===== src/rtl/core/slcg_pkg.sv =====
// Shared types and constants for the slime chunk LCG test core.
// No dependencies; used by every module in rtl/core.
package slcg_pkg;

  localparam logic [1:0] REG_MAP_SEED   = 2'd0;
  localparam logic [1:0] REG_ORIGIN_X   = 2'd1;
  localparam logic [1:0] REG_ORIGIN_Z   = 2'd2;

  localparam logic [31:0] HASH_XX_MUL = 32'h004c1906;
  localparam logic [31:0] HASH_X_MUL  = 32'h005ac0db;
  localparam logic [22:0] HASH_ZZ_MUL = 23'h4307a7;
  localparam logic [31:0] HASH_Z_MUL  = 32'h0005f24f;
  localparam logic [47:0] HASH_XOR    = 48'h00003ad8025f;

  localparam logic [47:0] LCG_MULT    = 48'h0005DEECE66D;
  localparam logic [31:0] LCG_MULT_LO = 32'hDEECE66D;
  localparam logic [15:0] LCG_MULT_HI = 16'h0005;
  localparam logic [47:0] LCG_ADD     = 48'h00000000000B;
  localparam int          DRAW_SHIFT  = 48 - 31;

  localparam logic [30:0] REJECT_MIN  = 31'h7FFFFFF8;
  localparam logic [31:0] RECIP_TEN   = 32'hCCCCCCCD;
  localparam int          RECIP_SHIFT = 35;

  localparam int FIFO_DEPTH = 4;
  localparam int FIFO_AW    = $clog2(FIFO_DEPTH);

  typedef struct packed {
    logic [63:0] map_seed;
    logic [31:0] origin_x;
    logic [31:0] origin_z;
  } cfg_t;

  typedef struct packed {
    logic [47:0] lcg_seed;
    logic [31:0] echo_x;
    logic [31:0] echo_z;
  } item_t;

endpackage


===== src/rtl/core/slcg_fifo.sv =====
// Short queue between the hash front and the draw back end.
// Depends on slcg_pkg for depth and item type.
module slcg_fifo (
  input  logic              clk,
  input  logic              rst,
  input  logic              push,
  input  slcg_pkg::item_t   push_item,
  input  logic              pop,
  output slcg_pkg::item_t   pop_item,
  output logic              full,
  output logic              empty
);

  slcg_pkg::item_t            mem [slcg_pkg::FIFO_DEPTH];
  logic [slcg_pkg::FIFO_AW-1:0] wr_ptr, rd_ptr;
  logic [slcg_pkg::FIFO_AW:0]   count;
  logic                         do_push, do_pop;

  assign full     = (count == (slcg_pkg::FIFO_AW+1)'(slcg_pkg::FIFO_DEPTH));
  assign empty    = (count == '0);
  assign do_push  = push && !full;
  assign do_pop   = pop && !empty;
  assign pop_item = mem[rd_ptr];

  always_ff @(posedge clk) begin
    if (rst) begin
      wr_ptr <= '0;
      rd_ptr <= '0;
      count  <= '0;
    end else begin
      if (do_push) wr_ptr <= wr_ptr + 1'b1;
      if (do_pop)  rd_ptr <= rd_ptr + 1'b1;
      if (do_push && !do_pop) count <= count + 1'b1;
      else if (do_pop && !do_push) count <= count - 1'b1;
    end
  end

  always_ff @(posedge clk) begin
    if (do_push) mem[wr_ptr] <= push_item;
  end

endmodule


===== config.mk =====
export PLATFORM = sky130hd
export DESIGN_NAME = slcg_fifo
export DESIGN_NICKNAME = d
export VERILOG_FILES = /design/src/rtl/core/slcg_pkg.sv /design/src/rtl/core/slcg_fifo.sv
export SDC_FILE = /design/constraint.sdc
export NUM_CORES = 1
export LEC_CHECK = 0
export ABC_AREA = 1
export BUFFER_PORTS_ARGS = -buffer_cell sky130_fd_sc_hd__buf_2
export CORE_ASPECT_RATIO = 1.25
export CORE_MARGIN = 2
export CORE_UTILIZATION = 26
export CTS_BUF_LIST = sky130_fd_sc_hd__clkbuf_4 sky130_fd_sc_hd__clkbuf_8 sky130_fd_sc_hd__clkbuf_16
export DETAILED_ROUTE_END_ITERATION = 6
export SYNTH_ARGS = -nofsm -noshare
export SYNTH_HDL_FRONTEND = slang
export SYNTH_SLANG_ARGS = --single-unit

===== constraint.sdc =====
create_clock -name clk -period 7.3 [get_ports clk]
set_input_delay 0.365 -clock clk [delete_from_list [all_inputs] [get_ports clk]]
set_output_delay 0.365 -clock clk [all_outputs]
set_load 0.03 [all_outputs]

==> metrics list <==
- Worst hold path depth: 1
- Startpoint of the most critical hold path: push_item[62]
- The number of nets in the synthesized netlist is 1275.
- In the final layout, flip-flops and latches occupy 0.0136 mm².
- During placement, the flow inserted port buffers numbering 229.
- Number of endpoints failing setup at the final stage: 0
- Number of antenna violations at the first check in global routing: 5
- Sum of negative setup slack: 0 ns
- Leading cell type in the layout, fill and taps excluded: sky130_fd_sc_hd__edfxtp_1
- The max-slew violation count is 0.
- The worst register-to-register path has a depth of 5.
- For this run, the top clock speed supported by timing is 252 MHz.
- The total area inside the core boundary comes to 0.0653 mm².
- Ordered cell list for the critical path: inv_8, buf_4, o21ai_0, o22ai_1, buf_2
* Utilization of the core after routing: 0.333
* FF-to-FF setup slack: 4.58 ns
- Critical Path Source Type: flip-flop
- In this run, CTS created clock tree buffers numbering 48.
- The analysis attributes to net switching a power of 0.00268 W.
- In the routed design, unresolved DRC markers number 0.
- Internal power: between 0.005 and 0.006 W
- Entering global routing, the biggest net connects 142 pins.
- Data on the critical path is required at its endpoint by 6.93 ns.
* Arrival time worst endpoint: 3.60 ns
* Std cell rows: 105
* Final Cycle Share: 0.543
- The critical path is of the reg -> out type.
* First-pass GRT wire length: approximately 62000 µm
* Height of the die: approximately 290 µm
- Setup skew after layout: 0.0140 ns
- Post-CTS Setup Repair Bufs: 0
- Total standard cell area after synthesis: 0.0171 mm²
* Area occupied by multi-input gates: 0.00294 mm²
- Count of max-cap constraint violations: 0
- The die is 233 µm wide.
- The library cells used most frequently in the layout, excluding fill and tap cells, are sky130_fd_sc_hd__edfxtp_1, sky130_fd_sc_hd__nor2_1, sky130_fd_sc_hd__buf_2.
- Of all cell types, the one taking the most synthesized area is sky130_fd_sc_hd__edfxtp_1.
- For the pin with the worst max-slew slack, the measured transition is 0.975 ns.
* Final layout net count: roughly 1.6k
* Overall die area: ~0.068 mm²
* RSZ-0062 raised after global routing: no
* Fill cell count: about 6.3k
* Setup crit end kind: primary output
- CTS Buffer Depth: 3
- During synthesis, Yosys emitted a total of 0 warnings.
- CTS placed an instance of sky130_fd_sc_hd__clkbuf_16 at the clock tree root.
- Comb power frac: 0.266
- Routability-driven placement finished with a final weighted congestion of ~0.71.
- Total number of vias: 10.7k
* Number of placed instances with taps included: 2178
* Vias in the first global route: 11.0k
- On the worst path, the slowest cell contributes a delay of roughly 0.77 ns.
* Portion of synthesized cell area occupied by the leading cell type: 0.787
- Fraction of power spent switching nets: 0.340
* Maximum fanout along the worst path: 141
- Summed over all cells, the static leakage comes to 7.51 nW.
- Fraction of final layout cells sized beyond drive strength 1: 0.217
- Number of standard cells in the layout, taps in and fillers out: between 2k and 2.5k
- The run finished with clean final reports.
- For this configuration, the core starts out at a cell density of 0.262.
* Family of cells with the greatest summed delay on the critical path: buffers and inverters
- Across the VDD grid, the largest voltage drop is around 280 µV.
- Overflow left after global routing: 0
- Cells taking the most area after synthesis: sky130_fd_sc_hd__edfxtp_1, sky130_fd_sc_hd__nor2_1, sky130_fd_sc_hd__o21ai_0, sky130_fd_sc_hd__o22ai_1, sky130_fd_sc_hd__o21ai_1
- Area added between synthesis and finish: 27.1%
* Placed wire-length estimate: 22100 µm
- Among all stages on the critical path, the largest delay is contributed by sky130_fd_sc_hd__buf_4.
* Sequential area share after synthesis: 0.798
- Across every metal layer, demand over resource in global routing totals 0.118.
* DRC violation total after the first TritonRoute iteration: approximately 730
- At the later pin of the worst-skew pair, clock insertion delay measures 0.57 ns.
- In this run, distinct cell masters in the synthesized netlist total 23.
* Clock tree from TritonCTS: yes
- The path with the worst hold slack has its endpoint at mem[1][62].
- Of the total power, registers draw 0.420.
* End of the worst register-to-register path: mem[1][61]
* First-pass iteration count of the detailed router: 5
* Number of placed I/O pins: 230
- Worst reg2reg path startpoint: count[0]
- Drt wl/cell: 17.1 µm
* Fin crit period: 3.96 ns
* Pwr/cell area: between 300 and 400 mW/mm²
* Synth Instances: 1153
* CTS H-tree lvls: 2
- A synthesized cell averages between 10 and 15 µm².
- Wires add up to between 40000 and 50000 µm.
- Counting both buffers and inverters, the worst setup path holds a total of 3.
- In this run the tightest slew margin relative to its limit is 0.350.
* Fin. Hold Viols: 0
* Clock-pin transition on the worst setup and hold timing paths: 0.06 ns
- Hold crit path type: in -> reg
* Detailed-route vias per instance: 4.51
- Final ANT Viol Nets: 0
- Register bit total from synthesis: 457
* Sink count of the clock tree: 457
- The share of total power dissipated in the clock network is 0.314.
-- per-stage QoR --
| step | cell area, µm² | total power, W | hold slack, ns | setup slack [ns] |
|---|---|---|---|---|
| final | 21700 | 0.00789 | 0.0523 | 3.34 |
| after global routing | 21700 | 0.00827 | 0.00419 | 3.18 |
| after CTS | 21700 | 0.00801 | 0.00405 | 3.35 |
| after detailed placement | 19000 | 0.00546 | 0.495 | 3.99 |
| after global placement | 19000 | 0.00541 | 0.485 | 4.05 |
| after floorplan | 17100 | 0.00486 | 0.434 | 1.40 |
-- timing repair --
item                      in CTS  in global routing
gates resized for setup        0                  0
hold buffers                 112                  0
hold endpoints to repair     441                  0
-- logic make-up (layout without fill, tap and decap cells) --
kind of cell / after synthesis / after routing / synth area share
buffers and inverters: 91 / 460 / 0.0318
other: 0 / 3 / 0
AOI/OAI and AO/OA: 340 / 340 / 0.108
xor gates and xnor gates: 1 / 1 / 0.000513
and+or+nand+nor: 258 / 258 / 0.0572
adders and majority gates: 6 / 6 / 0.00483
DFF: 457 / 457 / 0.798
-- sequential cells by signal (all words and copies together), names as in the netlist, named ones only --
signal,count
rd_ptr,2
wr_ptr,2
mem,448
count,3
-- layer usage --
metal  track usage  share of wire  up-vias  wire length (µm)
li1              -              -     5013                 -
met1         0.140           0.42     5362             16900
met2         0.203           0.49      276             19900
met3        0.0322          0.065       79              2650
met4        0.0415          0.027        4              1110
met5             0        0.00052        -                21
-- cell usage after synthesis, drive strengths merged --
master,number
clkbuf,42
inv,18
nand2,15
nand3b,1
o22ai,112
nand3,4
fa,1
buf,31
xor2,1
ha,5
o21ai,225
dfxtp,9
nor2,238
edfxtp,448
a21oi,3
-- worst max path at each step --
stage,start,end,cells after the start
floorplan,count[0],mem[0][0],4
global placement,flip-flop,pop_item[2],5
detailed placement,flip-flop,pop_item[2],5
CTS,flip-flop,pop_item[2],5
global route,flip-flop,pop_item[100],5
finish,flip-flop,pop_item[95],5
-- power groups by stage --
stage	sequential, W	combinational (W)	clock (W)
floorplan	0.00334	0.00152	0
global placement	0.00336	0.00205	0
detailed placement	0.00338	0.00208	0
CTS	0.00332	0.00214	0.00255
global route	0.00335	0.00228	0.00265
finish	0.00332	0.00210	0.00248
-- final cells by class --
class                           count  area share
Inverter                           18     0.00357
Antenna cell                        3    0.000346
Multi-Input combinational cell    605       0.135
Clock inverter                     32      0.0154
Timing Repair Buffer              354       0.109
Sequential cell                   457       0.628
Clock buffer                       56      0.0589
Tap cell                          856      0.0493
No activity file was read; power rests on OpenSTA's default activity.
