**config.mk**
```make
export PLATFORM = sky130hd
export DESIGN_NAME = slcg_back
export DESIGN_NICKNAME = d
export VERILOG_FILES = /design/src/rtl/core/slcg_pkg.sv /design/src/rtl/core/slcg_back.sv
export SDC_FILE = /design/constraint.sdc
export NUM_CORES = 2
export LEC_CHECK = 0
export ABC_AREA = 1
export BUFFER_PORTS_ARGS = -buffer_cell sky130_fd_sc_hd__buf_2
export CAP_MARGIN = 30
export CORE_MARGIN = 2
export CORE_UTILIZATION = 30
export CTS_BUF_LIST = sky130_fd_sc_hd__clkbuf_4 sky130_fd_sc_hd__clkbuf_8
export DETAILED_ROUTE_END_ITERATION = 10
export PLACE_DENSITY_LB_ADDON = 0.1
export SLEW_MARGIN = 20
export SYNTH_ARGS = -nofsm -noshare
export SYNTH_HDL_FRONTEND = slang
export SYNTH_SLANG_ARGS = --single-unit
```
**constraint.sdc**
```tcl
create_clock -name clk -period 12.5 [get_ports clk]
set_input_delay 1.25 -clock clk [delete_from_list [all_inputs] [get_ports clk]]
set_output_delay 1.25 -clock clk [all_outputs]
set_load 0.005 [all_outputs]
```
**src/rtl/core/slcg_pkg.sv**
```systemverilog
// Shared types and constants for the slime chunk LCG test core.
// No dependencies; used by every module in rtl/core.
package slcg_pkg;

  localparam logic [1:0] REG_MAP_SEED   = 2'd0;
  localparam logic [1:0] REG_ORIGIN_X   = 2'd1;
  localparam logic [1:0] REG_ORIGIN_Z   = 2'd2;

  localparam logic [31:0] HASH_XX_MUL = 32'h004c1906;
  localparam logic [31:0] HASH_X_MUL  = 32'h005ac0db;
  localparam logic [22:0] HASH_ZZ_MUL = 23'h4307a7;
  localparam logic [31:0] HASH_Z_MUL  = 32'h0005f24f;
  localparam logic [47:0] HASH_XOR    = 48'h00003ad8025f;

  localparam logic [47:0] LCG_MULT    = 48'h0005DEECE66D;
  localparam logic [31:0] LCG_MULT_LO = 32'hDEECE66D;
  localparam logic [15:0] LCG_MULT_HI = 16'h0005;
  localparam logic [47:0] LCG_ADD     = 48'h00000000000B;
  localparam int          DRAW_SHIFT  = 48 - 31;

  localparam logic [30:0] REJECT_MIN  = 31'h7FFFFFF8;
  localparam logic [31:0] RECIP_TEN   = 32'hCCCCCCCD;
  localparam int          RECIP_SHIFT = 35;

  localparam int FIFO_DEPTH = 4;
  localparam int FIFO_AW    = $clog2(FIFO_DEPTH);

  typedef struct packed {
    logic [63:0] map_seed;
    logic [31:0] origin_x;
    logic [31:0] origin_z;
  } cfg_t;

  typedef struct packed {
    logic [47:0] lcg_seed;
    logic [31:0] echo_x;
    logic [31:0] echo_z;
  } item_t;

endpackage

```
**src/rtl/core/slcg_back.sv**
```systemverilog
// Draw sequencer: steps the 48-bit LCG, reduces the draw modulo ten with
// rejection, and holds the result in the output register. Depends on slcg_pkg.
module slcg_back (
  input  logic              clk,
  input  logic              rst,
  input  logic              q_empty,
  input  slcg_pkg::item_t   q_item,
  output logic              q_pop,
  output logic              res_valid,
  input  logic              res_ready,
  output logic [71:0]       res_data
);

  localparam logic [2:0] ST_IDLE = 3'd0;
  localparam logic [2:0] ST_MUL  = 3'd1;
  localparam logic [2:0] ST_ADD  = 3'd2;
  localparam logic [2:0] ST_DIV  = 3'd3;
  localparam logic [2:0] ST_CHK  = 3'd4;

  logic [2:0]  state, state_next;
  logic [47:0] lcg;
  logic [63:0] p_lo;
  logic [15:0] p_cross;
  logic [62:0] recip_prod;
  logic [31:0] ex, ez;
  logic [30:0] draw;
  logic [27:0] quot;
  logic [30:0] quot_ten;
  logic        reject, deliver;

  assign draw     = lcg[47:slcg_pkg::DRAW_SHIFT];
  assign quot     = recip_prod[slcg_pkg::RECIP_SHIFT +: 28];
  assign quot_ten = {quot, 3'b000} + {2'b00, quot, 1'b0};
  assign reject   = (draw >= slcg_pkg::REJECT_MIN);
  assign deliver  = (state == ST_CHK) && !reject && (!res_valid || res_ready);
  assign q_pop    = (state == ST_IDLE) && !q_empty;

  always_comb begin
    state_next = state;
    case (state)
      ST_IDLE: if (!q_empty) state_next = ST_MUL;
      ST_MUL:  state_next = ST_ADD;
      ST_ADD:  state_next = ST_DIV;
      ST_DIV:  state_next = ST_CHK;
      ST_CHK: begin
        if (reject) state_next = ST_MUL;
        else if (deliver) state_next = ST_IDLE;
      end
      default: state_next = ST_IDLE;
    endcase
  end

  always_ff @(posedge clk) begin
    if (rst) begin
      state     <= ST_IDLE;
      res_valid <= 1'b0;
    end else begin
      state <= state_next;
      if (deliver) res_valid <= 1'b1;
      else if (res_ready) res_valid <= 1'b0;
    end
  end

  always_ff @(posedge clk) begin
    case (state)
      ST_IDLE: begin
        lcg <= q_item.lcg_seed;
        ex  <= q_item.echo_x;
        ez  <= q_item.echo_z;
      end
      ST_MUL: begin
        p_lo    <= {32'b0, lcg[31:0]} * {32'b0, slcg_pkg::LCG_MULT_LO};
        p_cross <= lcg[47:32] * slcg_pkg::LCG_MULT_LO[15:0]
                 + lcg[15:0] * slcg_pkg::LCG_MULT_HI;
      end
      ST_ADD: lcg <= p_lo[47:0] + {p_cross, 32'b0} + slcg_pkg::LCG_ADD;
      ST_DIV: recip_prod <= {32'b0, draw} * {31'b0, slcg_pkg::RECIP_TEN};
      default: ;
    endcase
    if (deliver) res_data <= {7'b0, draw == quot_ten, ez, ex};
  end

`ifndef SYNTHESIS
  a_pop_idle: assert property (@(posedge clk) disable iff (rst)
    q_pop |-> (state == ST_IDLE) && !q_empty)
    else $error("queue popped outside idle");
  a_pop_mul: assert property (@(posedge clk) disable iff (rst)
    q_pop |=> (state == ST_MUL))
    else $error("pop not followed by multiply step");
  a_redraw: assert property (@(posedge clk) disable iff (rst)
    (state == ST_CHK) && reject |=> (state == ST_MUL) && !$rose(res_valid))
    else $error("rejected draw not redrawn");
  a_result_src: assert property (@(posedge clk) disable iff (rst)
    $rose(res_valid) |-> $past(state) == ST_CHK)
    else $error("result raised outside check step");
`endif

endmodule

```
==> impl_metrics.csv <==
group,metric,value,unit
timing,max_freq,0.120,GHz
logic_synthesis,ys_seq_area_share,18.0,%
floorplanning,die_width,393,um
grt,grtUsageTotal,22.2,%
clock_tree,clockRootBuffer,"clkbuf_8",
logic_synthesis,yosysTopAreaCell,"fa_1",
timing,fin_worst_skew,0.0720,ns
logic_synthesis,ys_types,59,
detailed_routing,num_vias,32900,
logic_synthesis,async_flop_share,0,%
detailed_routing,drc_errors,0,
floorplanning,num_rows,142,
detailed_routing,via_per_inst,4.61,
critical_path,start_kind,"flop",
timing,worst_pin_slew,0.970,ns
timing,hold_violations,0,
final_layout,finalNetCount,6586,
logic_synthesis,synth.avg_cell_area,9.41,um2
logic_synthesis,syn-instance-count,4814,
final_layout,drive_above_1_share,7.15,%
timing,fin_crit_sh,66.4,%
logic_synthesis,synth.most_common_cell,"inv_1",
detailed_routing,wire_per_inst,23.7,um
grt,grt_pass1_wl,245,mm
clock_tree,cts_buffers,53,
final_layout,fillerInstances,15800,
job,cap_viol_max_count,0,
critical_path,cp.required,12.97,ns
timing,tns,0,ns
clock_tree,cts_max_path_buffers,3,
place,hpwl,149,mm
detailed_routing,drt_pass1_iterations,7,
logic_synthesis,yosysTopAreaCellShare,32.6,%
clock_tree,insertion_delay,0.74,ns
clock_tree,cts_hold_buffers,0,
critical_path,critical_path.max_fanout,11,
logic_synthesis,synth_edf_count,269,
logic_synthesis,syn_area,45300,um2
timing,grt_setup_unrepaired,"false",
final_layout,syn_to_final_growth,10.5,%
place,gp_congestion,0.911,
logic_synthesis,synthFlopType,"edfxtp_1",
clock_tree,path_clk_slew,0.08,ns
critical_path,cp-end-kind,"flop",
critical_path,worstSetupPathType,"flop to flop",
timing,maxSlewViolCount,0,
logic_synthesis,synth_warnings,0,
grt,overflow,0,
logic_synthesis,ys_ff_latch,273,
detailed_routing,drt-total-wl,169,mm
detailed_routing,drt_iter0_drc,2410,
logic_synthesis,synthTopCellsByCount,"inv_1 (1324), fa_1 (738), ha_1 (654)",
grt,grt_antenna_before_repair,11,
clock_tree,cts.sinks,273,
grt,grt_max_degree,66,
detailed_routing,ant_nets,0,
timing,slew_headroom,35.3,%
floorplanning,die_y,393,um
clock_tree,postCtsSetupRepairBufs,0,
clock_tree,htree_levels,2,
timing,setup_viol,0,
critical_path,worstPathArrival,8.78,ns
clock_tree,cts_resized,0,
floorplanning,start_util,30.2,%
hold_path,min_path_type,"flop to flop",
place,io_buffers,182,
logic_synthesis,synth.area.top_cells,"fa_1 (33%), ha_1 (18%), edfxtp_1 (18%)",
outcome,status,"finished clean",
grt,grt_pass1_vias,35000,
floorplanning,pin_count,190,
timing,fin_crit,8.30,ns
floorplanning,coreArea,150000,um2
floorplanning,die_area,154000,um2
clock_tree,cts_tree,"built",
-- final timing paths --
path              cells after the start  slack (ns)      endpoint  startpoint
setup reg to reg                     25        4.20      p_lo[45]     lcg[17]
hold reg to reg                       0        0.41  res_data[61]      ez[29]
setup / recovery                     25        4.20      p_lo[45]     lcg[17]
hold / removal                        0        0.41  res_data[61]      ez[29]
-- worst max-delay path, stage by stage, from the launching register on --
cell and delay [ns]:
edfxtp_1 0.80, inv_1 0.33, ha_1 0.77, inv_1 0.30, fa_1 0.60, inv_1 0.08
fa_1 0.48, inv_1 0.06, fa_1 0.51, inv_1 0.07, fa_1 0.56, fa_1 0.44
fa_1 0.49, inv_1 0.05, fa_1 0.49, inv_1 0.05, ha_1 0.36, nand2_1 0.19
inv_1 0.06, a21oi_1 0.24, o21ai_0 0.15, a21oi_1 0.18, nand3_1 0.33, nand2_1 0.15
nand3_1 0.09, xor2_1 0.16
-- layer usage --
metal	wire length (um)	track usage, %	vias to the layer above
li1	-	-	15500
met1	81200	32.5	16500
met2	75500	35.0	813
met3	8860	2.88	145
met4	3490	4.40	10
met5	49	0	-
-- metrics by stage --
stage | util [%] | setup slack, ns | hold slack, ns | cell area [um2] | std cells
floorplan | - | 6.00 | 0.400 | 45300 | 4820
global placement | 32.7 | 4.13 | 0.400 | 49000 | 7038
detailed placement | 32.7 | 4.15 | 0.405 | 49000 | 7038
CTS | 33.4 | 4.11 | 0.407 | 50000 | 7132
global route | 33.4 | 3.87 | 0.420 | 50100 | 7135
finish | 33.4 | 4.20 | 0.409 | 50100 | 7135
-- final cells by class --
type | instances | area [um2] | share of cell area (%)
Antenna cell | 2 | 5.00 | 0.0100
Clock buffer | 69 | 850 | 1.70
Clock inverter | 25 | 230 | 0.460
Inverter | 1340 | 5030 | 10.0
Multi-Input combinational cell | 3191 | 32100 | 64.1
Sequential cell | 273 | 8160 | 16.3
Tap cell | 2016 | 2520 | 5.04
Timing Repair Buffer | 219 | 1190 | 2.37
-- registers in the layout, summed over array words and instances (netlist names) --
signal,flops
p_cross,16
ex,32
state,3
lcg,48
p_lo,48
recip_prod,28
res_valid,1
res_data,65
ez,32
-- cells in the final DEF, fill, tap and decap left out, types with 28 or more instances in the layout --
| cell | n |
|---|---|
| nand2_1 | 636 |
| clkbuf_8 | 53 |
| nor3_1 | 32 |
| ha_1 | 654 |
| a31oi_1 | 30 |
| edfxtp_1 | 269 |
| o21bai_1 | 28 |
| inv_1 | 1324 |
| a21oi_1 | 177 |
| nand3_1 | 132 |
| buf_2 | 182 |
| nand4_1 | 42 |
| o21ai_0 | 107 |
| fa_1 | 738 |
| buf_4 | 37 |
| xor2_1 | 109 |
| xnor2_1 | 71 |
| nor2_1 | 269 |
-- kinds of logic after synthesis --
kind of cell | after synthesis | share of synthesized area, %
other | 1 | 0.00828
flip-flops | 273 | 18.0
AND/OR/NAND/NOR | 1197 | 11.3
AO/OA/AOI/OAI | 414 | 5.22
XOR/XNOR | 181 | 3.50
buffers and inverters | 1356 | 11.3
adder cells (fa/ha/maj) | 1392 | 50.7
Power is not shown: default switching activity piles up to over one toggle a cycle in this logic, so the estimate is an artifact.
